--- config.mk ---
export PLATFORM = sky130hd
export DESIGN_NAME = mmkv_out
export DESIGN_NICKNAME = d
export VERILOG_FILES = /design/src/mmkv_pkg.sv /design/src/mmkv_out.sv
export SDC_FILE = /design/constraint.sdc
export NUM_CORES = 1
export LEC_CHECK = 0
export BUFFER_PORTS_ARGS = -buffer_cell sky130_fd_sc_hd__buf_2
export CORE_MARGIN = 2
export CORE_UTILIZATION = 35
export CTS_CLUSTER_DIAMETER = 50
export DETAILED_ROUTE_END_ITERATION = 10
export PLACE_DENSITY = 0.81
export SETUP_SLACK_MARGIN = 0.3
export SYNTH_ARGS = -nofsm -noshare
export SYNTH_HDL_FRONTEND = slang
export SYNTH_SLANG_ARGS = --single-unit
--- constraint.sdc ---
create_clock -name clock -period 1 [get_ports clock]
set_clock_uncertainty 0.15 [all_clocks]
set_input_delay 0.2 -clock clock [delete_from_list [all_inputs] [get_ports clock]]
set_output_delay 0.2 -clock clock [all_outputs]
set_load 0.02 [all_outputs]
--- src/mmkv_pkg.sv ---
// ----------------------------------------------------------------------------
// mmkv_pkg
// Types, codes and default sizes shared by the multi-map key/value table.
// ----------------------------------------------------------------------------
package mmkv_pkg;

   localparam int NUM_MAPS_DEF      = 16;
   localparam int SLOTS_PER_MAP_DEF = 16;

   localparam int OPCODE_W = 2;
   localparam int MAP_W    = 4;
   localparam int KEY_W    = 64;
   localparam int VAL_W    = 64;
   localparam int STATUS_W = 2;
   localparam int ENTRY_W  = KEY_W + VAL_W;

   // Wide enough to compare a map number against a pool of up to 256 maps.
   localparam int MAP_CMP_W = 9;

   localparam logic [OPCODE_W-1:0] OP_CREATE = 2'd0;
   localparam logic [OPCODE_W-1:0] OP_PUT    = 2'd1;
   localparam logic [OPCODE_W-1:0] OP_GET    = 2'd2;

   localparam logic [STATUS_W-1:0] STATUS_OK       = 2'd0;
   localparam logic [STATUS_W-1:0] STATUS_NO_MAP   = 2'd1;
   localparam logic [STATUS_W-1:0] STATUS_MAP_FULL = 2'd2;

   typedef struct packed {
      logic [OPCODE_W-1:0] opcode;
      logic [MAP_W-1:0]    map_id;
      logic [KEY_W-1:0]    lookup_key;
      logic [VAL_W-1:0]    entry_value;
   } req_type;

   typedef struct packed {
      logic [STATUS_W-1:0] status;
      logic                found;
      logic [VAL_W-1:0]    value_out;
      logic [MAP_W-1:0]    new_map;
   } rsp_type;

   // Hand-over of a finished result from the sequencer to the output stage.
   typedef struct packed {
      logic    push;
      rsp_type data;
   } res_hand_type;

endpackage

--- src/mmkv_out.sv ---
// ----------------------------------------------------------------------------
// mmkv_out
// Output register: holds one result word until the receiver takes it.
// ----------------------------------------------------------------------------
module mmkv_out (
   input  logic                   clock,
   input  logic                   reset,
   input  mmkv_pkg::res_hand_type res_hand,
   output logic                   res_room,
   output logic                   rsp_valid,
   input  logic                   rsp_stall,
   output mmkv_pkg::rsp_type      rsp_word
);

   logic              rsp_valid_ff, rsp_valid_in;
   mmkv_pkg::rsp_type rsp_word_ff, rsp_word_in;

   // Room when empty, or when the word held now leaves at this edge.
   assign res_room = !rsp_valid_ff || !rsp_stall;

   always_comb begin
      rsp_valid_in = rsp_valid_ff;
      rsp_word_in  = rsp_word_ff;
      if (res_hand.push) begin
         rsp_valid_in = 1'b1;
         rsp_word_in  = res_hand.data;
      end else if (!rsp_stall) begin
         rsp_valid_in = 1'b0;
      end
   end

   always_ff @(posedge clock) begin
      if (reset) begin
         rsp_valid_ff <= 1'b0;
      end else begin
         rsp_valid_ff <= rsp_valid_in;
      end
      rsp_word_ff <= rsp_word_in;
   end

   assign rsp_valid = rsp_valid_ff;
   assign rsp_word  = rsp_word_ff;

endmodule

# Yosys cells after proc, flatten, opt, wreduce, memory -nomap -nowiden
# Cells that the tools add are included.
[totals]
output_inout_bits = 73
inputBits = 75
ff_bits = 72
[classes]
n_reduce_logical = 3
eq_ne = 1
muxes = 2
[ops]
columns = ["op", "n"]
rows = [
  ["$logic_not 1->1", 2],
  ["$mux 1", 2],
  ["$ne 2x2->1 const B", 1],
  ["$logic_or 1x1->1", 1],
]

# Depth between registers and ports, before layout
[depth]
depth_word = 2
depth_mapped = 2

# Worst setup path before layout
# No wires, ideal clock.
[synth_path]
kind = "reg2out"
from = "reg rsp_valid_ff, in the netlist rsp_valid"
to = "out res_room"
path_buffers = 0
stages_incl_launch_ff = 2
t_arrival_ns = 0.624
required_time_ns = 0.650
slack_ns = 0.026
path_cell_list = "dfxtp_1 > nand2_1"
[synth_via]
elab_chain_cells = 2
[synth_lines]
columns = ["element", "line_no", "text"]
rows = [
  ["from (decl)", "mmkv_out.sv:15", "logic rsp_valid_ff, rsp_valid_in;"],
  ["from (signal assigned)", "mmkv_out.sv:36", "rsp_valid_ff <= rsp_valid_in;"],
  ["$logic_not 1->1", "mmkv_out.sv:19", "assign res_room = !rsp_valid_ff || !rsp_stall;"],
  ["$logic_or 1x1->1", "mmkv_out.sv:19", ""],
  ["to (decl)", "mmkv_out.sv:9", "output logic res_room,"],
]
# Every way passes these cells.

# Final worst setup path
[layout_path]
from = "reg rsp_word_ff (netlist bit rsp_word[25])"
to = "out rsp_word[25] in the netlist's numbering"
[layout_lines]
columns = ["element", "line_no", "text"]
rows = [
  ["from (decl)", "mmkv_out.sv:16", "mmkv_pkg::rsp_type rsp_word_ff, rsp_word_in;"],
  ["from (signal assigned)", "mmkv_out.sv:38", "rsp_word_ff <= rsp_word_in;"],
  ["to (decl)", "mmkv_out.sv:12", "output mmkv_pkg::rsp_type rsp_word"],
]
# No word-level cell between the ends.

==> metrics.txt <==
Post-Route Utilization 60.6%; sequential area share after synthesis 99.4%; DR vias 1358; die height 82.6 µm; first-pass GRT wire length 6430 µm; Crit path largest cell delay 0.40 ns; top cells by count, synth edfxtp_1, a21oi_1, dfxtp_1, nand2_1, nor2_1; GPL Wtd Cong 0.748; critical path fanouts, max 1; hpwl dp 3500 µm; number of nets still failing antenna checks after routing 0; placed cells 300; H-Tree Depth 3; Remaining Overflow, GRT 0; most common cell in the netlist edfxtp_1; nature of the critical path endpoint output pin; number of cell rows 28; Nets 312; Root Driver clkbuf_8; worst-margin pin slew 0.175 ns; f_max 816 MHz; Final setup viols 73; clock transition at the registers of the reported paths 0.07 ns; power after layout 6710 µW; initial antenna violation count 2; clk sinks 72; Initial Utilization 36.3%; post-synthesis async set-or-reset flop share 0%; critical path depth 1; critical setup path kind register to output pin; DR iter-0 viols 59; CTS tree yes; Via-to-Cell Ratio 4.27; maximum VDD drop 1.21 mV; largest net degree at the start of global routing 34; Num CTS Buffers 9; Switching Share 22.8%; Slew HR 88.3%; Core ar. 5960 µm²; Residual DRC 0; slowest CP cell edfxtp_1; Synth Cell Area 2160 µm²; Comb pwr share 14.5%; Final period util 122%; post-synthesis register bit count 72; Max Cap Viol 0; Syn-to-layout area delta 66.6%; Yosys top cell by area edfxtp_1; Hold Path Class input pin to register; Post-DP Area 3050 µm²; kind of cell adding the most delay to the critical path flip-flops; Port Buffers 147; Final Non-Filler Cells 318; unrepaired setup endpoints after global routing true; Die X 82.6 µm; layout cells sized above 1 68.2%; Req. time, crit path 0.65 ns; outcome complete, but fails checks; Worst Setup SP rsp_word[25]$_DFFE_PP_; full die area 6830 µm²; worst reg2reg path endpoint rsp_valid$_SDFFE_PP0P_; number of global-route vias before repair 1337; worst path cell trace buf_6; Synth top area share 98.5%; Max Buffers Root-to-Sink 2; worst hold slack -0.132 ns; drt total wl 4740 µm; Overall Global Routing Usage 13.7%; crit path buf inv count 1; Final min period 1.22 ns; pwr/cell area 1860 nW/µm²; synth warn 0; post-route setup slack -0.225 ns; CP Capture Point rsp_word[25]; Distinct cells, synth 5; dpl ws -0.0426 ns; reg2reg start rsp_valid$_SDFFE_PP0P_; wire per inst 14.9 µm; Switch Pwr 1530 µW; clk_lat worst skew 0.32 ns; Synth area leaders edfxtp_1, dfxtp_1, a21oi_1; sequential share of power 54.9%; EDFF count, synth 71; startpoint types register; Ports 148; Pre-antenna DRT Iters 4; syn avg cell area 28.9 µm²; failing checks hold timing, setup timing; Mapped Nets 150; reg2reg setup slack 0.11 ns; Clk pwr share 30.7%; ys flop type edfxtp_1; worst reg2reg path depth 3; Post-Syn Instances 75; cell area after layout 3610 µm²; Lkg Pwr 0.00154 µW; crit path DAT 0.87 ns; Power Internal 5180 µW; pins over their slew limit 0; Hold Fails Final Rpt 72
layout by cell type, fill, tap and decap left out, drive strengths merged:
cell type and n:
dfxtp 1, clkbuf 10, a21oi 1, nor2 1
clkinv 5, nand2 1, diode 1, buf 151
bufinv 1, edfxtp 71
sequential cells by signal (all words and copies together) (netlist names):
signal     count
rsp_valid      1
rsp_word      71
cell type report:
| cell class | count | area [µm²] |
|---|---|---|
| diodes | 1 | 2.50 |
| well taps | 75 | 93.8 |
| clock inverters | 6 | 50.0 |
| repair buffers | 151 | 1150 |
| flip-flops and latches | 72 | 2160 |
| fillers | 438 | 2350 |
| multi-input cells | 3 | 23.8 |
| clock buffers | 10 | 128 |
metrics by stage:
stage	hold WS [ns]	TNS [ns]
after global placement	0.197	-1.88
final	-0.132	-14.55
after CTS	-0.160	-16.51
after detailed placement	0.201	-2.13
after global routing	-0.165	-18.39
after floorplan	0.113	0
worst reg2reg max path, stage by stage (launching register included):
cell	delay (ns)
dfxtp_4	0.36
buf_4	0.13
a21oi_2	0.11
nor2_1	0.04
power groups by stage:
stage               registers (µW)  clock network (µW)  logic, µW
finish                        3680                2060        971
global route                  3700                2290       1030
CTS                           3650                2150        838
detailed placement            3700                   0        764
global placement              3690                   0        756
floorplan                     4020                   0       6.54
metal layers:
metal	up-vias	track usage, %	routed length [µm]
li1	627	-	-
met1	618	14.5	1650
met2	96	20.8	2290
met3	15	9.46	658
met4	2	6.39	129
met5	-	0	12
how the worst min path moves through the flow:
stage	from	endpoint	slack [ns]	depth (start not counted)
global placement	reset	rsp_valid$_SDFFE_PP0P_	0.20	2
finish	reset	rsp_valid$_SDFFE_PP0P_	-0.13	2
detailed placement	reset	rsp_valid$_SDFFE_PP0P_	0.20	2
floorplan	reset	rsp_valid$_SDFFE_PP0P_	0.11	1
CTS	reset	rsp_valid$_SDFFE_PP0P_	-0.16	2
global route	reset	rsp_valid$_SDFFE_PP0P_	-0.16	2
logic make-up after synthesis:
kind of cell / count (synthesis) / share of synthesized area, %
DFF: 72 / 99.4
and+or+nand+nor: 2 / 0.346
AOI/OAI and AO/OA: 1 / 0.231
what timing repair did:
action / CTS / global route
gates resized for setup: 41 / 76
setup endpoints to repair: 74 / 74
endpoints found under the hold margin: 72 / 72
setup buffers: 0 / 1
Power figures use the tool's default switching activity.
