### config.mk
export PLATFORM = sky130hd
export DESIGN_NAME = mmkv_ram
export DESIGN_NICKNAME = d
export VERILOG_FILES = /design/src/mmkv_ram.sv
export SDC_FILE = /design/constraint.sdc
export NUM_CORES = 1
export LEC_CHECK = 0
export ABC_AREA = 1
export BUFFER_PORTS_ARGS = -buffer_cell sky130_fd_sc_hd__buf_2
export CORE_MARGIN = 2
export CORE_UTILIZATION = 25
export DETAILED_ROUTE_END_ITERATION = 6
export SLEW_MARGIN = 5
export SYNTH_ARGS = -nofsm -noshare
export SYNTH_HDL_FRONTEND = slang
export SYNTH_SLANG_ARGS = --single-unit
export TNS_END_PERCENT = 30
### constraint.sdc
create_clock -name clock -period 1.3 [get_ports clock]
set_input_delay 0.39 -clock clock [delete_from_list [all_inputs] [get_ports clock]]
set_output_delay 0.39 -clock clock [all_outputs]
set_load 0.02 [all_outputs]
### src/mmkv_ram.sv
// ----------------------------------------------------------------------------
// mmkv_ram
// Simple dual-port RAM: one write port, one read port, registered read data.
// ----------------------------------------------------------------------------
module mmkv_ram #(
   parameter int WIDTH = 8,
   parameter int DEPTH = 16,
   parameter int ADDR_W = (DEPTH > 1) ? $clog2(DEPTH) : 1
) (
   input  logic              clock,
   input  logic              wr_en,
   input  logic [ADDR_W-1:0] wr_addr,
   input  logic [WIDTH-1:0]  wr_data,
   input  logic              rd_en,
   input  logic [ADDR_W-1:0] rd_addr,
   output logic [WIDTH-1:0]  rd_data
);

   logic [WIDTH-1:0] mem_ff [DEPTH];
   logic [WIDTH-1:0] rd_data_ff;

   always_ff @(posedge clock) begin
      if (wr_en) begin
         mem_ff[wr_addr] <= wr_data;
      end
      if (rd_en) begin
         rd_data_ff <= mem_ff[rd_addr];
      end
   end

   assign rd_data = rd_data_ff;

endmodule

# == Yosys cells after proc, flatten, opt, wreduce, memory -nomap -nowiden ==
# Memory sizes are Yosys's and may differ from the RTL's. A register that Yosys moved wholly into a read port is not among the register bits.
# Cells that the tools add are included.
# word_totals
register_bits,0
latchBits,0
ram_bits,128
rom_bits,0
inputBits,19
elab_cells,3
memories,1
# classes
addsub,0
mul,0
div,0
magnitude_cmp,0
eq_ne,0
shifts,0
mux,2
n_bitwise,0
n_reduce_logical,0
# memory_table
memory,depth,word_bits,read_ports,rd_clocked_by_memory_dff,wr,line_no,rtl
mem_ff,16,8,1,1,1,19,logic [WIDTH-1:0] mem_ff [DEPTH];
# op_table
cell,n
two-way mux 1 bit,2

# == Longest topological paths before layout ==
# Gate-level depths: netlist of run 1.
# logic_depth
word_depth,2
depth_mapped,8
depth_no_buf,7

# == Worst setup path before layout of run 1 ==
# Ideal clock, no wire load.
# synth_path
kind,input -> register
start,input wr_addr[3]
end,memory mem_ff[4][0] (enable)
setup_time_ps,370
arrival_ps,971
t_required_ps,930
path_slack_ps,-41
stages,2
path_buffers,0
path_cell_list,nand3b_1 nor2_1
# synth_rtl
item,line_no,rtl
"start, declared",12,"input logic [ADDR_W-1:0] wr_addr,"
"end, declared",19,
# Straight into the memory's write port.

# == Worst setup path in the final report of run 1 ==
# layout_path
start,"register rd_data_ff[5] (netlist: rd_data[5]), read port of mem_ff"
end,output rd_data[5]
# layout_rtl
item,line_no,rtl
"start, declared",20,logic [WIDTH-1:0] rd_data_ff;
"end, declared",16,output logic [WIDTH-1:0] rd_data
# No word-level cell between the ends.

==> impl_metrics.env, run 1 <==
export IMPL_cp_start_kind="register"
export IMPL_initial_utilization_pct=25.7
export IMPL_final_period_utilization_pct=112
export IMPL_crit_path_max_fanout=1
export IMPL_critical_path_class="reg2out"
export IMPL_peak_ir_drop_on_the_vdd_network_mv=0.870
export IMPL_first_iter_violations=353
export IMPL_syn_num_nets=570
export IMPL_critPathCaptureType="primary output"
export IMPL_detailed_place_hpwl_um=8780
export IMPL_detail_route_wirelength_um=13000
export IMPL_worst_setup_path_endpoint="rd_data[5]"
export IMPL_finClkSkew_ns=0.00585
export IMPL_synth_xor_xnor_area_share_pct=0
export IMPL_postCtsSetupRepairBufs=0
export IMPL_synth_cell_types=11
export IMPL_area_fraction_of_the_dominant_cell_type_after_synthesis_pct=69.8
export IMPL_outcome="complete, but fails checks"
export IMPL_grtUsageTotal_pct=11.4
export IMPL_synth_compound_area_share_pct=0
export IMPL_route_antenna_remaining_nets=0
export IMPL_worst_slew_margin_rel_pct=77.7
export IMPL_yosysSeqAreaShare_pct=69.8
export IMPL_cts_inserted_buffers=17
export IMPL_max_cap_violations=0
export IMPL_crit_path_start="rd_data[5]"
export IMPL_power_density_cell_area_nw_per_um2=1380
export IMPL_placed_cells=905
export IMPL_drt_drc_violations_left=0
export IMPL_h_tree_level_count=4
export IMPL_site_rows=55
export IMPL_ios=27
export IMPL_grt_pass1_wl_um=20700
export IMPL_place_congestion=0.781
export IMPL_cp_required_ns=0.91
export IMPL_cts_clk_slew_worst_paths_ns=0.06
export IMPL_count_of_inserted_antenna_diode_cells=0
export IMPL_synth_area_mux_share_pct=0
export IMPL_finalSetupTns_ns=-0.639
export IMPL_antenna_found_initial=0
export IMPL_yosysWarnings=0
export IMPL_clockRootBuffer="clkbuf_16"
export IMPL_cp_slowest_stage_delay_ns=0.47
export IMPL_rsz0062_at_grt="yes"
export IMPL_reg2reg_slack_ns=0.16
export IMPL_crit_cells=1
export IMPL_detail_route_wl_per_cell_um=13.9
export IMPL_synthAdderAreaFrac_pct=0
export IMPL_numPortBuffers=26
export IMPL_achievable_freq_mhz=686
export IMPL_synth_top_cells_by_area="edfxtp_1 (70%), nand2_1 (11%), nand3_1 (8.3%)"
export IMPL_placeableCoreArea_um2=22800
export IMPL_vias=3843
export IMPL_postCtsHoldBufs=0
export IMPL_skew_pair_late_insertion_delay_ns=0.41
export IMPL_reg2regPathDepth=6
export IMPL_clock_sinks=136
export IMPL_final_design_area_no_fill_um2=7130
export IMPL_drt_pass1_iter_count=5
export IMPL_drive_above_1_share_pct=14.2
export IMPL_violations="negative setup slack"
export IMPL_grt_pass1_vias=3926
export IMPL_synth_top_family_by_area="simple AND/OR/NAND/NOR gates"
export IMPL_critical_path_reg2reg_endpoint="rd_data[3]"
export IMPL_leading_cell_types_in_the_layout_fill_and_taps_excluded="nand2_1 (173), edfxtp_1 (136), inv_1 (100)"
export IMPL_die_area_um2=24600
export IMPL_chipWidth_um=157
export IMPL_power_leakage_nw=3.02
export IMPL_crit_path_cell_trace="buf_6"
export IMPL_timing_critical_path_arrival_ns=1.07
export IMPL_max_clock_path_buffers=2
export IMPL_final_cell_count_no_fill=934
export IMPL_yosys_area_share_simple_pct=20.8
export IMPL_placed_cell_area_um2=6610
export IMPL_layout_nets=630
export IMPL_period_needed_ns=1.46
export IMPL_cells_after_synthesis=551
export IMPL_final_util_pct=31.3
export IMPL_worst_slew_pin_slew_ns=0.335
export IMPL_fp_dieH_um=157
export IMPL_grt_remaining_overflow=0
export IMPL_setup_violations=8
export IMPL_vias_per_cell=4.11
export IMPL_netlist_area_pre_place_um2=5850
export IMPL_num_fill_cells=2298
export IMPL_type_of_the_most_critical_hold_path="in2reg"
export IMPL_grt_start_max_net_pins=33
export IMPL_area_added_between_synthesis_and_finish_pct=21.9
export IMPL_hold_path_cell_count=1
export IMPL_synth_seq_cells=136
export IMPL_postSynthAreaPerCell_um2=10.6
export IMPL_post_synth_top_area_cell="edfxtp_1"
export IMPL_hold_violations=0
export IMPL_finalMaxSlewViolations=0
export IMPL_clock_tree_from_tritoncts="yes"
export IMPL_worstReg2RegStart="mem_ff[7][3]"
export IMPL_critical_path_top_delay_family="flip-flops"
export IMPL_worst_path_buf_inv=1
export IMPL_dpl_worst_slack_ns=-0.260
export IMPL_postLayoutSetupSlackWorst_ns=-0.157
export IMPL_slowest_stage="edfxtp_1"
export IMPL_final_common_cell="nand2_1"
[worst min path at each step]
stage                 start      endpoint  slack, ns
3_3_place_gp   mem_ff[2][1]    rd_data[1]       0.72
4_1_cts               rd_en    rd_data[4]       0.33
2_1_floorplan    wr_data[0]  mem_ff[0][0]       0.49
3_5_place_dp   mem_ff[2][5]    rd_data[5]       0.73
6_report              rd_en    rd_data[4]       0.35
5_1_grt               rd_en    rd_data[4]       0.34
[routing by layer]
metal  up-vias  routed length [µm]  global-route usage, %
li1       1896                   -                      -
met1      1807                6070                   15.0
met2       118                5920                   17.6
met3        22                 805                   3.03
met4         0                 225                   5.07
met5         -                   0                      0
[synthesized netlist by cell type, drive strengths merged]
library cell,number
nand3b,2
buf,24
nor2,17
nand3,97
nand2,173
edfxtp,136
inv,102
[layout make-up]
cell class	instances	area, µm²	area share, %
Timing Repair Buffer	65	554	7.78
Sequential cell	136	4080	57.3
Tap cell	313	392	5.50
Clock inverter	7	56.3	0.790
Multi-Input combinational cell	289	1210	17.0
Inverter	102	383	5.37
Clock buffer	22	444	6.23
[registers in the layout, summed over array words and instances, names as in the netlist]
name,cells
rd_data,8
mem_ff,128
[metrics by stage]
step / total power, mW / hold slack [ns]
6_report: 9.83 / 0.346
2_1_floorplan: 5.43 / 0.489
3_5_place_dp: 5.74 / 0.728
4_1_cts: 9.92 / 0.328
3_3_place_gp: 5.73 / 0.725
5_1_grt: 10.2 / 0.335
[where the power goes]
group          leakage [nW]  total (mW)  internal [mW]  switching, mW
sequential             1.24        4.98           4.95         0.0337
clock                 0.246        4.17           2.56           1.62
combinational          1.54       0.679          0.248          0.432
[kinds of logic after synthesis]
family | after synthesis
buffers and inverters | 126
DFF | 136
and+or+nand+nor | 289
[what timing repair did]
item | 4_1_cts | 5_1_grt
setup endpoints to repair | 8 | 8
endpoints found under the hold margin | 0 | 0
resized for setup | 4 | 2
Note: power is estimated with default switching activity, not from simulation.
==> run 2, diff against run 1 <==
--- a/config.mk
+++ b/config.mk
@@ -6,6 +6,7 @@
 export NUM_CORES = 1
 export LEC_CHECK = 0
 export ABC_AREA = 1
+export ABC_CLOCK_PERIOD_IN_PS = 1300
 export BUFFER_PORTS_ARGS = -buffer_cell sky130_fd_sc_hd__buf_2
 export CORE_MARGIN = 2
 export CORE_UTILIZATION = 25
==> constraint.sdc (replaced) <==
create_clock -name clock -period 1.3 [get_ports clock]
set_input_delay 0.39 -clock clock [delete_from_list [all_inputs] [get_ports clock]]
set_output_delay 0.39 -clock clock [all_outputs]
set_load 0.05 [all_outputs]
==> impl_metrics.env, run 2 (synthesized netlist as in run 1, its figures left out) <==
export IMPL_outcome="complete, but fails checks"
export IMPL_violations="negative setup slack"
export IMPL_leading_cell_types_in_the_layout_fill_and_taps_excluded="nand2_1 (173), edfxtp_1 (136), inv_1 (100)"
export IMPL_cp_required_ns=0.91
export IMPL_layout_nets=630
export IMPL_largest_reg_flops=128
export IMPL_grt_remaining_overflow=0
export IMPL_grtUsageTotal_pct=11.4
export IMPL_postCtsSetupRepairBufs=0
export IMPL_top_register="mem_ff"
export IMPL_die_area_um2=24600
export IMPL_drt_drc_violations_left=0
export IMPL_grt_start_max_net_pins=33
export IMPL_max_cap_violations=0
export IMPL_h_tree_level_count=4
export IMPL_detail_route_wl_per_cell_um=13.9
export IMPL_area_added_between_synthesis_and_finish_pct=22.4
export IMPL_type_of_the_most_critical_hold_path="in2reg"
export IMPL_dpl_worst_slack_ns=-0.260
export IMPL_placeableCoreArea_um2=22800
export IMPL_reg2reg_slack_ns=0.18
export IMPL_cp_slowest_stage_delay_ns=0.47
export IMPL_worstReg2RegStart="mem_ff[7][3]"
export IMPL_finalMaxSlewViolations=0
export IMPL_detail_route_wirelength_um=13000
export IMPL_setup_violations=8
export IMPL_crit_path_max_fanout=1
export IMPL_timing_critical_path_arrival_ns=1.09
export IMPL_report_power_total_mw=9.89
export IMPL_multi_input_area_um2=1210
export IMPL_worst_slew_margin_rel_pct=77.5
export IMPL_num_fill_cells=2293
export IMPL_detailed_place_hpwl_um=8780
export IMPL_skew_pair_late_insertion_delay_ns=0.41
export IMPL_final_common_cell="nand2_1"
export IMPL_critical_path_class="reg2out"
export IMPL_crit_path_start="rd_data[5]"
export IMPL_final_design_area_no_fill_um2=7160
export IMPL_worst_setup_path_endpoint="rd_data[5]"
export IMPL_grt_pass1_wl_um=20700
export IMPL_power_leakage_nw=3.03
export IMPL_postLayoutSetupSlackWorst_ns=-0.182
export IMPL_regArea_um2=4080
export IMPL_crit_path_cell_trace="buf_6"
export IMPL_rsz0062_at_grt="yes"
export IMPL_clock_sinks=136
export IMPL_place_congestion=0.781
export IMPL_placed_cell_area_um2=6610
export IMPL_route_antenna_remaining_nets=0
export IMPL_worst_slew_pin_slew_ns=0.337
export IMPL_clock_tree_from_tritoncts="yes"
export IMPL_vias=3839
export IMPL_worst_path_buf_inv=1
export IMPL_cts_clk_slew_worst_paths_ns=0.06
export IMPL_antenna_found_initial=0
export IMPL_critPathCaptureType="primary output"
export IMPL_cp_start_kind="register"
export IMPL_reg2regPathDepth=6
export IMPL_drive_above_1_share_pct=14.2
export IMPL_achievable_freq_mhz=675
export IMPL_numPortBuffers=26
export IMPL_site_rows=55
export IMPL_power_density_cell_area_nw_per_um2=1380
export IMPL_finClkSkew_ns=0.00586
export IMPL_final_period_utilization_pct=114
export IMPL_peak_ir_drop_on_the_vdd_network_mv=0.870
export IMPL_critical_path_reg2reg_endpoint="rd_data[3]"
export IMPL_first_iter_violations=357
export IMPL_cts_inserted_buffers=17
export IMPL_slowest_stage="edfxtp_1"
export IMPL_period_needed_ns=1.48
export IMPL_initial_utilization_pct=25.7
export IMPL_ios=27
export IMPL_vias_per_cell=4.11
export IMPL_count_of_inserted_antenna_diode_cells=0
export IMPL_grt_pass1_vias=3920
export IMPL_drt_pass1_iter_count=5
export IMPL_chipWidth_um=157
export IMPL_crit_cells=1
export IMPL_clockRootBuffer="clkbuf_16"
export IMPL_hold_violations=0
export IMPL_fp_dieH_um=157
export IMPL_critical_path_top_delay_family="flip-flops"
export IMPL_max_clock_path_buffers=2
[run 2: changes by cell type in the layout (fill, tap and decap cells not counted)]
| cell | before | now |
|---|---|---|
| buf_2 | 23 | 18 |
| buf_6 | 3 | 8 |
[run 2: layout make-up]
| cell class | count | share of cell area, % |
|---|---|---|
| Sequential cell | 136 | 57.1 |
| Inverter | 102 | 5.35 |
| Clock buffer | 22 | 6.21 |
| Multi-Input combinational cell | 289 | 17.0 |
| Clock inverter | 7 | 0.787 |
| Tap cell | 313 | 5.47 |
| Timing Repair Buffer | 65 | 8.18 |
[run 2: power by group]
| group | switching [mW] | internal, mW | total, mW |
|---|---|---|---|
| Clock | 1.61 | 2.56 | 4.17 |
| Combinational | 0.478 | 0.263 | 0.741 |
| Sequential | 0.0370 | 4.95 | 4.98 |
[run 2: what timing repair did]
action                                  CTS  global route
endpoints found under the setup margin    8             8
resized for setup                        16             0
hold buffers                              0             0
[run 2: worst min-delay path by stage]
| stage | startpoint | end | slack, ns | cells after the start |
|---|---|---|---|---|
| after floorplan | wr_data[0] | mem_ff[0][0] | 0.49 | 0 |
| after global routing | rd_en | rd_data[4] | 0.34 | 1 |
| final | rd_en | rd_data[4] | 0.35 | 1 |
| after detailed placement | mem_ff[2][5] | rd_data[5] | 0.73 | 6 |
| after CTS | rd_en | rd_data[4] | 0.33 | 1 |
| after global placement | mem_ff[2][1] | rd_data[1] | 0.72 | 6 |
[run 2: per-stage QoR]
stage          cells  hold WS [ns]  TNS (ns)  util (%)
2_1_floorplan    551         0.489     -2.92         -
5_1_grt          934         0.335     -1.12      31.4
3_5_place_dp     905         0.728     -6.22      29.0
3_3_place_gp     905         0.725     -5.49      29.0
4_1_cts          934         0.328     -1.03      31.4
6_report         934         0.347    -0.827      31.4
[run 2: layer usage]
layer / global-route usage [%] / up-vias / share of wire (%)
li1: - / 1895 / -
met1: 15.0 / 1815 / 47
met2: 17.7 / 110 / 46
met3: 3.00 / 19 / 6.1
met4: 5.07 / 0 / 1.5
met5: 0 / - / 0
