$ cat src/mmkv_pkg.sv
// ----------------------------------------------------------------------------
// mmkv_pkg
// Types, codes and default sizes shared by the multi-map key/value table.
// ----------------------------------------------------------------------------
package mmkv_pkg;

   localparam int NUM_MAPS_DEF      = 16;
   localparam int SLOTS_PER_MAP_DEF = 16;

   localparam int OPCODE_W = 2;
   localparam int MAP_W    = 4;
   localparam int KEY_W    = 64;
   localparam int VAL_W    = 64;
   localparam int STATUS_W = 2;
   localparam int ENTRY_W  = KEY_W + VAL_W;

   // Wide enough to compare a map number against a pool of up to 256 maps.
   localparam int MAP_CMP_W = 9;

   localparam logic [OPCODE_W-1:0] OP_CREATE = 2'd0;
   localparam logic [OPCODE_W-1:0] OP_PUT    = 2'd1;
   localparam logic [OPCODE_W-1:0] OP_GET    = 2'd2;

   localparam logic [STATUS_W-1:0] STATUS_OK       = 2'd0;
   localparam logic [STATUS_W-1:0] STATUS_NO_MAP   = 2'd1;
   localparam logic [STATUS_W-1:0] STATUS_MAP_FULL = 2'd2;

   typedef struct packed {
      logic [OPCODE_W-1:0] opcode;
      logic [MAP_W-1:0]    map_id;
      logic [KEY_W-1:0]    lookup_key;
      logic [VAL_W-1:0]    entry_value;
   } req_type;

   typedef struct packed {
      logic [STATUS_W-1:0] status;
      logic                found;
      logic [VAL_W-1:0]    value_out;
      logic [MAP_W-1:0]    new_map;
   } rsp_type;

   // Hand-over of a finished result from the sequencer to the output stage.
   typedef struct packed {
      logic    push;
      rsp_type data;
   } res_hand_type;

endpackage

$ cat src/mmkv_seq.sv
// ----------------------------------------------------------------------------
// mmkv_seq
// Sequencer: clears the slot memory after reset, hands out map numbers and
// scans one map's slots for put and get, one slot read per cycle.
// ----------------------------------------------------------------------------
module mmkv_seq #(
   parameter int NUM_MAPS      = mmkv_pkg::NUM_MAPS_DEF,
   parameter int SLOTS_PER_MAP = mmkv_pkg::SLOTS_PER_MAP_DEF,
   parameter int TOTAL         = NUM_MAPS * SLOTS_PER_MAP,
   parameter int ADDR_W        = (TOTAL > 1) ? $clog2(TOTAL) : 1
) (
   input  logic                          clock,
   input  logic                          reset,
   input  logic                          req_valid,
   output logic                          req_stall,
   input  mmkv_pkg::req_type             req_word,
   input  logic                          res_room,
   output mmkv_pkg::res_hand_type        res_hand,
   output logic                          ram_wr_en,
   output logic [ADDR_W-1:0]             ram_wr_addr,
   output logic [mmkv_pkg::ENTRY_W-1:0]  ram_wr_data,
   output logic                          ram_rd_en,
   output logic [ADDR_W-1:0]             ram_rd_addr,
   input  logic [mmkv_pkg::ENTRY_W-1:0]  ram_rd_data
);

   localparam int MAPS_W     = $clog2(NUM_MAPS + 1);
   localparam int SLOT_CNT_W = $clog2(SLOTS_PER_MAP + 1);
   localparam int SLOT_IDX_W = (SLOTS_PER_MAP > 1) ? $clog2(SLOTS_PER_MAP) : 1;
   localparam int NEW_MAP_W  = MAPS_W + mmkv_pkg::MAP_W;

   localparam logic [ADDR_W-1:0]     LAST_ADDR = ADDR_W'(TOTAL - 1);
   localparam logic [SLOT_CNT_W-1:0] SLOT_END  = SLOT_CNT_W'(SLOTS_PER_MAP);
   localparam logic [SLOT_IDX_W-1:0] LAST_SLOT = SLOT_IDX_W'(SLOTS_PER_MAP - 1);

   localparam logic [1:0] ST_CLEAR  = 2'd0;
   localparam logic [1:0] ST_IDLE   = 2'd1;
   localparam logic [1:0] ST_SCAN   = 2'd2;
   localparam logic [1:0] ST_FINISH = 2'd3;

   logic [1:0]                     state_ff, state_in;
   logic [ADDR_W-1:0]              clr_addr_ff, clr_addr_in;
   logic [MAPS_W-1:0]              maps_used_ff, maps_used_in;
   logic                           chk_valid_ff, chk_valid_in;
   logic [mmkv_pkg::OPCODE_W-1:0]  op_ff, op_in;
   logic [mmkv_pkg::MAP_W-1:0]     map_ff, map_in;
   logic [mmkv_pkg::KEY_W-1:0]     key_ff, key_in;
   logic [mmkv_pkg::VAL_W-1:0]     val_ff, val_in;
   logic [SLOT_CNT_W-1:0]          rd_slot_ff, rd_slot_in;
   logic [SLOT_IDX_W-1:0]          chk_slot_ff, chk_slot_in;
   mmkv_pkg::rsp_type              res_ff, res_in;

   logic [ADDR_W-1:0]              base_addr;
   logic [ADDR_W-1:0]              scan_rd_addr;
   logic [ADDR_W-1:0]              scan_wr_addr;
   logic [mmkv_pkg::KEY_W-1:0]     slot_key;
   logic [mmkv_pkg::VAL_W-1:0]     slot_val;
   logic                           map_ok;
   logic [NEW_MAP_W-1:0]           maps_used_ext;

   assign base_addr    = ADDR_W'(map_ff) * ADDR_W'(SLOTS_PER_MAP);
   assign scan_rd_addr = base_addr + ADDR_W'(rd_slot_ff);
   assign scan_wr_addr = base_addr + ADDR_W'(chk_slot_ff);
   assign slot_key     = ram_rd_data[mmkv_pkg::ENTRY_W-1:mmkv_pkg::VAL_W];
   assign slot_val     = ram_rd_data[mmkv_pkg::VAL_W-1:0];
   assign map_ok       = mmkv_pkg::MAP_CMP_W'(req_word.map_id) <
                         mmkv_pkg::MAP_CMP_W'(NUM_MAPS);
   assign maps_used_ext = NEW_MAP_W'(maps_used_ff);

   assign req_stall = (state_ff != ST_IDLE);

   always_comb begin
      state_in     = state_ff;
      clr_addr_in  = clr_addr_ff;
      maps_used_in = maps_used_ff;
      chk_valid_in = 1'b0;
      op_in        = op_ff;
      map_in       = map_ff;
      key_in       = key_ff;
      val_in       = val_ff;
      rd_slot_in   = rd_slot_ff;
      chk_slot_in  = chk_slot_ff;
      res_in       = res_ff;

      ram_wr_en    = 1'b0;
      ram_wr_addr  = clr_addr_ff;
      ram_wr_data  = '0;
      ram_rd_en    = 1'b0;
      ram_rd_addr  = scan_rd_addr;

      res_hand.push = 1'b0;
      res_hand.data = res_ff;

      unique case (state_ff)
         ST_CLEAR: begin
            // One slot a cycle goes back to the empty key.
            ram_wr_en = 1'b1;
            if (clr_addr_ff == LAST_ADDR) begin
               state_in = ST_IDLE;
            end else begin
               clr_addr_in = clr_addr_ff + 1'b1;
            end
         end
         ST_IDLE: begin
            if (req_valid) begin
               res_in     = '0;
               op_in      = req_word.opcode;
               map_in     = req_word.map_id;
               key_in     = req_word.lookup_key;
               val_in     = req_word.entry_value;
               rd_slot_in = '0;
               state_in   = ST_FINISH;
               priority if (req_word.opcode == mmkv_pkg::OP_CREATE) begin
                  if (maps_used_ff < MAPS_W'(NUM_MAPS)) begin
                     res_in.new_map = maps_used_ext[mmkv_pkg::MAP_W-1:0];
                     maps_used_in   = maps_used_ff + 1'b1;
                  end else begin
                     res_in.status = mmkv_pkg::STATUS_NO_MAP;
                  end
               end else if ((req_word.opcode == mmkv_pkg::OP_PUT ||
                             req_word.opcode == mmkv_pkg::OP_GET) &&
                            map_ok && (req_word.lookup_key != '0)) begin
                  state_in = ST_SCAN;
               end
            end
         end
         ST_SCAN: begin
            // The read of the next slot overlaps the check of the current one.
            if (rd_slot_ff != SLOT_END) begin
               ram_rd_en    = 1'b1;
               rd_slot_in   = rd_slot_ff + 1'b1;
               chk_slot_in  = rd_slot_ff[SLOT_IDX_W-1:0];
               chk_valid_in = 1'b1;
            end
            if (chk_valid_ff) begin
               if ((slot_key == '0) || (slot_key == key_ff)) begin
                  state_in = ST_FINISH;
                  if (op_ff == mmkv_pkg::OP_PUT) begin
                     ram_wr_en   = 1'b1;
                     ram_wr_addr = scan_wr_addr;
                     ram_wr_data = {key_ff, val_ff};
                  end else if (slot_key == key_ff) begin
                     res_in.found     = 1'b1;
                     res_in.value_out = slot_val;
                  end
               end else if (chk_slot_ff == LAST_SLOT) begin
                  state_in = ST_FINISH;
                  if (op_ff == mmkv_pkg::OP_PUT) begin
                     res_in.status = mmkv_pkg::STATUS_MAP_FULL;
                  end
               end
            end
         end
         ST_FINISH: begin
            if (res_room) begin
               res_hand.push = 1'b1;
               state_in      = ST_IDLE;
            end
         end
         default: begin
            state_in = ST_CLEAR;
         end
      endcase
   end

   always_ff @(posedge clock) begin
      if (reset) begin
         state_ff     <= ST_CLEAR;
         clr_addr_ff  <= '0;
         maps_used_ff <= '0;
         chk_valid_ff <= 1'b0;
      end else begin
         state_ff     <= state_in;
         clr_addr_ff  <= clr_addr_in;
         maps_used_ff <= maps_used_in;
         chk_valid_ff <= chk_valid_in;
      end
      op_ff       <= op_in;
      map_ff      <= map_in;
      key_ff      <= key_in;
      val_ff      <= val_in;
      rd_slot_ff  <= rd_slot_in;
      chk_slot_ff <= chk_slot_in;
      res_ff      <= res_in;
   end

endmodule

$ cat config.mk
export PLATFORM = sky130hd
export DESIGN_NAME = mmkv_seq
export DESIGN_NICKNAME = d
export VERILOG_FILES = /design/src/mmkv_pkg.sv /design/src/mmkv_seq.sv
export SDC_FILE = /design/constraint.sdc
export NUM_CORES = 1
export LEC_CHECK = 0
export ABC_AREA = 1
export BUFFER_PORTS_ARGS = -buffer_cell sky130_fd_sc_hd__buf_2
export CAP_MARGIN = 0
export CORE_AREA = 4 4 184 186
export DETAILED_ROUTE_END_ITERATION = 7
export DIE_AREA = 0 0 188 190
export GPL_ROUTABILITY_DRIVEN = 0
export PLACE_DENSITY = 0.58
export SLEW_MARGIN = 5
export SYNTH_ARGS = -nofsm -noshare
export SYNTH_HDL_FRONTEND = slang
export SYNTH_SLANG_ARGS = --single-unit
$ cat constraint.sdc
create_clock -name clock -period 8.54 [get_ports clock]
set_clock_uncertainty 0.15 [all_clocks]
set_input_delay 0.854 -clock clock [delete_from_list [all_inputs] [get_ports clock]]
set_output_delay 0.854 -clock clock [all_outputs]
set_load 0.03 [all_outputs]
Yosys cells after proc, flatten, opt, wreduce, memory -nomap -nowiden
Cells that the tools add are included.
- register bits: 230
- add/sub/neg operators: 5
- $lt $le $gt $ge: 1
- eq/ne operators: 23
- mux-type cells: 41
- bitwise operators: 1
- reduce and logical (&&, ||, !) cells: 17
- operators with widths (cell ; number):
    $mux 128 ; 4
    $mux 65 ; 3
    $pmux 67 s2 ; 1
    $mux 71 ; 1
    $mux 67 ; 1
    $eq 64x64->1 ; 1
    $logic_not 64->1 ; 1
    $reduce_bool 64->1 ; 1
    $mux 8 ; 4
    $ne 2x2->1 const B ; 11
    $mux 2 ; 9
    $reduce_and 6->1 ; 2
    $mux 1 ; 11
    $add 5x1->5 const B ; 2
    $mux 5 ; 2
    $pmux 5 s2 ; 1
    $add 8x1->8 const B ; 1
    $add 8x4->8 ; 1
    $add 8x5->8 ; 1
    $eq 8x8->1 const B ; 1
    $mux 4 ; 2
    $pmux 2 s4 ; 1
    $reduce_and 2->1 ; 4
    $eq 2x1->1 const B ; 3
    15 further kinds ; 19

Depth between registers and ports, before layout
Gate-level depths: netlist of the first run.
- depth in word-level cells: 7
- mapped depth: 15

Worst setup path after synthesis of the first run
No wires, ideal clock.
- kind: input-to-reg
- from: input port ram_rd_data[81] (netlist name)
- to: register res_ff (netlist bit res_hand[10]) (enable)
- library setup time: 0.510 ns
- arrival: 4.875 ns
- data required time: 7.880 ns
- slack: 3.006 ns
- stages on the path: 11
- cells stage by stage: inv_1 > nand2_1 > nand2_1 > nor2_1 > nand2_1 > nor2_1 > nand2_1 > nor2_1 > nand2_1 > or2_2 > a21oi_1
- cells in the longest elaborated chain, start to end: 4
- elaborated cells on any way between the ends: 6
- ends and longest elaborated chain (what ; RTL line ; source):
    start: declaration ; mmkv_seq.sv:24 ; input logic [mmkv_pkg::ENTRY_W-1:0] ram_rd_data
    $eq 64x64->1 or $logic_not 64->1 (tied branches) ; mmkv_seq.sv:136, mmkv_seq.sv:142 ;
    $logic_or 1x1->1 ; mmkv_seq.sv:136 ; if ((slot_key == '0) || (slot_key == key_ff)) begin
    $ne 2x2->1 (no line) ; n/a ;
    $reduce_and 6->1 (no line) * ; n/a ;
    end signal: assignment ; mmkv_seq.sv:184 ; res_ff <= res_in;
    end: declaration ; mmkv_seq.sv:51 ; mmkv_pkg::rsp_type res_ff, res_in;
Mark *: on every way between the ends. The rest lies on a longest branch, timed or not.
A chain may end at the register's enable or synchronous reset.

Worst setup path in the final report of the first run
- from: input port ram_rd_data[82] (netlist name)
- to: output port ram_wr_addr[6]
- cells in the longest elaborated chain, start to end: 5
- elaborated cells on any way between the ends: 6
- ends and longest elaborated chain (what ; RTL line ; source):
    $eq 64x64->1 or $logic_not 64->1 (tied branches) ; mmkv_seq.sv:136 ;
    $logic_or 1x1->1 * ; mmkv_seq.sv:136 ;
    $mux 8 * ; mmkv_seq.sv:136 ;
    $mux 8 * ; mmkv_seq.sv:135 ; if (chk_valid_ff) begin
    $mux 8 * ; mmkv_seq.sv:94 ; unique case (state_ff)
    end: declaration ; mmkv_seq.sv:20 ; output logic [ADDR_W-1:0] ram_wr_addr,
Marked as above.

==> impl_metrics.py, run 1 <==
metrics = {
    "run_status": {
        "status": "finished, final reports clean",
    },
    "worst_setup_path": {
        "r2r_start": "key_ff[18]",
        "r2r_cells": 11,
        "crit_family": "simple AND/OR/NAND/NOR gates",
        "crit_buf_inv": 4,
        "crit_chain": "buf_2 > inv_1 > nand2_1 > nand2_1 > nor2_1 > nand2_1 > nor2_1 > nand2_1 > nor2_1 > nand2_1 > nand2_1 > nand3_4 > buf_4 > a21oi_1 > buf_2",
        "crit_cells": 15,
        "reg2reg_slack_ns": 5.50,
        "worstPathArrival_ns": 3.81,
        "crit_path_end_kind": "output port",
        "cp_max_fo": 94,
        "crit_path_start_kind": "input port",
        "cp_common_cell": "nand2_1",
        "critPathKind": "in2out",
        "cp-startpoint": "ram_rd_data[82]",
        "slowest_stage": "buf_4",
        "cpPeakStageDelay_ns": 0.59,
        "cp.required_ns": 7.54,
    },
    "layout": {
        "multi_input_area_um2": 2713,
        "regArea_um2": 6746,
        "drive_gt1_share_pct": 31.97,
        "syn_to_final_growth_pct": 35.39,
        "design_area_um2": 14460,
        "n_fill_cell": 3265,
        "nNetsFinal": 1940,
    },
    "synthesis": {
        "synth_warnings": 0,
        "synth.top_cell.area_share_pct": 60.15,
        "yosys.area.top_type": "edfxtp_1",
        "synthesis.area_um2": 10680,
        "ys_seq_area_share_pct": 63.15,
        "avgSynthCellArea_um2": 9.084,
        "synth_seq_cells": 230,
        "synth_cell_type_count": 24,
        "netlist_instances": 1176,
        "synthTopCellsByArea": "edfxtp_1, inv_1, nand2_1",
        "syn_nets": 1453,
    },
    "timing": {
        "fin_setup_tns_ns": 0,
        "final.period_utilization_pct": 56.40,
        "finalSetupViolations": 0,
        "rsz0062_at_grt": "no",
        "worst_slack_ns": 3.723,
        "worstMarginPinSlew_ns": 1.013,
        "hold_viol_final": 0,
        "min_period_ns": 4.817,
        "fmax_mhz": 207.6,
        "max_slew_margin_pct": 32.49,
        "hold-worst-slack_ns": 0.3447,
        "maxSlewViolCount": 0,
    },
    "floorplanning": {
        "io_pins": 485,
        "fp.dieH_um": 190,
        "design.core.area_um2": 32290,
        "start_util_pct": 33.09,
        "dieArea_um2": 35720,
        "rows": 66,
        "die_w_um": 188,
    },
    "clock_network": {
        "cts_buffer_depth": 3,
        "cts_sinks": 230,
        "insertion_delay_ns": 0.53,
        "cts_tree": "built",
        "htree_levels": 1,
        "post_cts_buffers": 0,
        "cts.clk_slew.worst_paths_ns": 0.06,
        "cts_made_buffers": 26,
        "clockRootBuffer": "clkbuf_16",
        "hold_buffers": 0,
        "cts_resized": 0,
    },
    "drt": {
        "drtAntennaViolNets": 0,
        "vias": 9110,
        "drc": 0,
        "firstDrtPassIters": 5,
        "wl_per_cell_um": 15.53,
        "drt-total-wl_um": 33090,
        "viasPerCell": 4.275,
        "drt_iter0_drc": 344,
    },
    "power": {
        "ir_drop_mv": 0.1959,
        "p_sw_share_pct": 29.17,
        "power_frac_seq_pct": 45.7,
        "p_switching_mw": 0.9500,
        "clockPowerShare_pct": 35.6,
        "leakage_nw": 7.725,
        "fin_total_pwr_mw": 3.256,
        "p_per_area_nw_per_um2": 225.1,
        "pwr-share-comb_pct": 18.7,
        "p_int_mw": 2.306,
    },
    "global_routing": {
        "grt_remaining_overflow": 0,
        "grt_pass1_vias": 8982,
        "grt_pass1_wl_um": 49200,
        "grt_use_total_pct": 17.49,
        "grt_max_degree": 95,
        "antenna_found_initial": 12,
    },
    "placed_design": {
        "placed_cell_area_um2": 13550,
        "place_hpwl_um": 26260,
        "io_buffer_count": 484,
        "dp_slack_ns": 3.711,
    },
    "min_path": {
        "min_from": "req_word[14]",
        "hold_class": "in2reg",
        "whs_path_depth": 1,
    },
    "run": {
        "maxCapViolations": 0,
    },
}
[synthesized netlist by cell type, drive strengths merged]
cell	number
nand2	279
nand3b	1
o221ai	1
dfxtp	16
clkbuf	15
edfxtp	214
o21ai	16
a21oi	17
nor3	6
nand3	21
ha	11
nor3b	1
xnor2	2
nand4	11
nor2	236
buf	14
inv	287
or2	3
xor2	12
nor4	13
[kinds of logic after synthesis]
group,share of synthesized area [%]
compound gates,1.628
xor+xnor,1.148
fa+ha+maj,1.288
buf+inv,11.70
flops,63.15
simple gates,21.08
[metal layers]
layer | share of wire [%] | GRT usage [%] | vias to the layer above
met5 | 0.24 | 0 | -
met3 | 8.7 | 5.413 | 63
met2 | 51 | 31.35 | 354
li1 | - | - | 4570
met4 | 2.3 | 4.884 | 12
met1 | 38 | 20.26 | 4111
[worst paths after layout]
kind / to
worst min-delay path: val_ff[14]
worst max-delay path: ram_wr_addr[6]
worst min register to register: clr_addr_ff[0]
worst max register to register: res_hand[40]
[power by group through the flow]
stage | clock, mW | sequential, mW | combinational, mW
2_1_floorplan | 0 | 1.66 | 0.245
3_3_place_gp | 0 | 1.51 | 0.615
3_5_place_dp | 0 | 1.51 | 0.620
4_1_cts | 1.20 | 1.49 | 0.622
5_1_grt | 1.24 | 1.50 | 0.670
6_report | 1.16 | 1.49 | 0.611
[metrics by stage]
stage               cells  utilization [%]
CTS                  2125            44.75
global placement     2077            41.96
finish               2131            44.80
floorplan            1176                -
detailed placement   2077            41.96
global route         2130            44.79
[final cells by class]
class,instances,area share (%)
clock inverter,16,1.306
clock buffer,32,4.931
inverter,287,7.483
sequential,230,46.64
antenna,6,0.1038
timing repair buffer,488,16.95
multi-input combinational,630,18.75
tap,442,3.824
[cell usage in the layout (no fill, tap or decap), drive strengths merged, types with 12 or more instances in the layout]
| master | count |
|---|---|
| a21oi | 17 |
| buf | 488 |
| clkbuf | 32 |
| dfxtp | 16 |
| edfxtp | 214 |
| inv | 287 |
| nand2 | 279 |
| nand3 | 21 |
| nor2 | 236 |
| nor4 | 13 |
| o21ai | 16 |
| xor2 | 12 |
[flip-flops by register name (all words and copies together) (netlist names), 4 cells and up]
register	count
key_ff	64
res_hand	71
map_ff	4
rd_slot_ff	5
clr_addr_ff	8
val_ff	64
chk_slot_ff	4
maps_used_ff	5
Power figures use the tool's default switching activity.
==> inputs of run 2 (changes only) <==
ABC_AREA = 0   (was 1)
CORE_AREA = 4 4 188 190   (was 4 4 184 186)
DIE_AREA = 0 0 192 194   (was 0 0 188 190)
PLACE_DENSITY = 0.53   (was 0.58)
clock period = 5 ns   (was 8.54 ns; I/O delays follow)
==> run 2 against run 1 <==
Combinational power decreased by 53%. Critical endpoint is now ram_wr_addr[7]. Clock power increased by 63%. Largest power group unchanged. First-iteration DRC count increased by 11%. Critical path type is now reg2out. Synthesized cell count decreased by 41%.
==> impl_metrics.py, run 2 <==
metrics = {
    "clock_network": {
        "cts_tree": "built",
        "cts_sinks": 230,
        "insertion_delay_ns": 0.53,
        "htree_levels": 1,
        "cts.clk_slew.worst_paths_ns": 0.06,
        "cts_buffer_depth": 3,
        "post_cts_buffers": 0,
        "clockRootBuffer": "clkbuf_16",
        "cts_made_buffers": 27,
    },
    "power": {
        "pwr-share-comb_pct": 6.7,
        "clockPowerShare_pct": 44.2,
        "p_per_area_nw_per_um2": 288.5,
        "power_frac_seq_pct": 49.2,
        "fin_total_pwr_mw": 4.290,
        "p_sw_share_pct": 20.85,
        "p_int_mw": 3.395,
        "p_switching_mw": 0.8944,
        "leakage_nw": 6.357,
        "ir_drop_mv": 0.2629,
    },
    "layout": {
        "stdcell_count": 1781,
        "nNetsFinal": 1582,
        "syn_to_final_growth_pct": 50.12,
        "largest_reg_flops": 71,
        "final_cell_mix": "buf_2, edfxtp_1, and2_1",
        "final_common_cell": "buf_2",
        "drive_gt1_share_pct": 42.11,
    },
    "run": {
        "maxCapViolations": 0,
    },
    "global_routing": {
        "antenna_found_initial": 10,
        "grt_pass1_wl_um": 52800,
        "grt_max_degree": 83,
        "grt_pass1_vias": 8531,
        "grt_remaining_overflow": 0,
        "grt_use_total_pct": 18.81,
    },
    "worst_setup_path": {
        "cp.required_ns": 4.35,
        "worstPathArrival_ns": 3.67,
        "r2r_cells": 7,
        "crit_path_end_kind": "output port",
        "cp_max_fo": 83,
        "critPathKind": "reg2out",
        "crit_path_start_kind": "flip-flop",
    },
    "floorplanning": {
        "rows": 67,
        "start_util_pct": 29.62,
        "dieArea_um2": 37250,
        "fp.dieH_um": 194,
        "die_w_um": 192,
        "io_pins": 485,
        "design.core.area_um2": 33450,
    },
    "drt": {
        "vias": 8003,
        "viasPerCell": 4.494,
        "wl_per_cell_um": 20.77,
        "drc": 0,
        "drt_iter0_drc": 381,
        "drtAntennaViolNets": 0,
        "drt-total-wl_um": 37000,
        "firstDrtPassIters": 5,
    },
    "timing": {
        "min_period_ns": 4.320,
        "finalSetupViolations": 0,
        "rsz0062_at_grt": "no",
        "max_slew_margin_pct": 29.69,
        "worstMarginPinSlew_ns": 1.055,
        "hold_viol_final": 0,
        "hold-worst-slack_ns": 0.02582,
        "maxSlewViolCount": 0,
        "fmax_mhz": 231.5,
        "fin_setup_tns_ns": 0,
        "final.period_utilization_pct": 86.41,
    },
    "synthesis": {
        "async_flop_share_pct": 0,
        "synth_edf_count": 214,
        "syn_nets": 976,
        "yosys.area.top_type": "edfxtp_1",
        "netlist_instances": 699,
        "synthTopCellsByArea": "edfxtp_1, and2_1, xor2_1",
        "synth_warnings": 0,
        "synth.top_cells.by_count": "edfxtp_1, and2_1, xor2_1",
        "synthesis.area_um2": 9906,
        "synth_ff_type": "edfxtp_1",
        "synth_cell_type_count": 38,
        "avgSynthCellArea_um2": 14.17,
        "post-synth-top-count-cell": "edfxtp_1",
        "synth_seq_cells": 230,
        "synth.top_cell.area_share_pct": 64.87,
        "ys_seq_area_share_pct": 68.11,
    },
    "min_path": {
        "whs_path_depth": 1,
        "hold_class": "in2reg",
    },
    "placed_design": {
        "place_hpwl_um": 28920,
        "io_buffer_count": 484,
        "dp_cells": 1608,
    },
    "run_status": {
        "status": "finished, final reports clean",
    },
}
[run 2: logic make-up (layout without fill, tap and decap cells)]
logic type | count (synthesis) | in the layout | share of synthesized area, %
simple gates | 316 | 316 | 19.39
flops | 230 | 230 | 68.11
other cells | 0 | 8 | 0
fa+ha+maj | 11 | 11 | 1.389
mux | 10 | 10 | 1.149
compound gates | 13 | 13 | 0.9347
buf+inv | 40 | 666 | 2.046
xor+xnor | 79 | 79 | 6.985
[run 2: per-layer routing]
layer | vias up | share of wire (%) | GRT usage, %
met5 | - | 0.092 | 0
met4 | 6 | 3.0 | 5.732
li1 | 3724 | - | -
met1 | 3753 | 37 | 21.59
met3 | 75 | 10 | 6.392
met2 | 445 | 49 | 33.05
[run 2: worst paths after layout]
path	from	endpoint	slack, ns
setup reg to reg	key_ff[52]	res_hand[47]	1.64
hold reg to reg	clr_addr_ff[1]	clr_addr_ff[1]	0.35
setup / recovery	key_ff[52]	ram_wr_addr[7]	0.68
hold / removal	req_word[133]	op_ff[1]	0.03
[run 2: timing repair]
action,4_1_cts,5_1_grt
hold endpoints to repair,116,0
hold buffers,116,0
resized for setup,0,0
[run 2: power groups by stage]
stage | clock network, mW | registers [mW] | logic, mW
floorplan | 0 | 2.16 | 0.0459
global placement | 0 | 2.15 | 0.205
detailed placement | 0 | 2.15 | 0.208
CTS | 1.97 | 2.11 | 0.288
global route | 2.04 | 2.11 | 0.309
finish | 1.89 | 2.11 | 0.287
[run 2: metrics by stage]
step	worst slack (ns)	util (%)	cell area (um^2)
floorplan	0.06303	-	9910
global placement	1.110	38.38	12840
detailed placement	1.089	38.38	12840
CTS	0.6593	44.40	14850
global route	0.5177	44.45	14870
finish	0.6797	44.46	14870
[run 2: worst max-delay path, cell delays in order, from the launching register on]
cell and delay, ns:
edfxtp_1 0.50, xor2_1 0.21, nor4_1 0.45, nand4_1 0.17, nor4_2 0.70, o21a_4 0.22
buf_12 0.27, mux2_2 0.38, buf_2 0.18
[run 2: layout make-up]
| type | count | area, um^2 |
|---|---|---|
| fill | 3146 | 18580 |
| sequential | 230 | 6746 |
| timing repair buffer | 606 | 3666 |
| multi-input combinational | 429 | 2985 |
| clock buffer | 44 | 799.5 |
| tap | 448 | 560.5 |
| clock inverter | 5 | 51.30 |
| inverter | 11 | 41.29 |
| antenna | 8 | 20.02 |
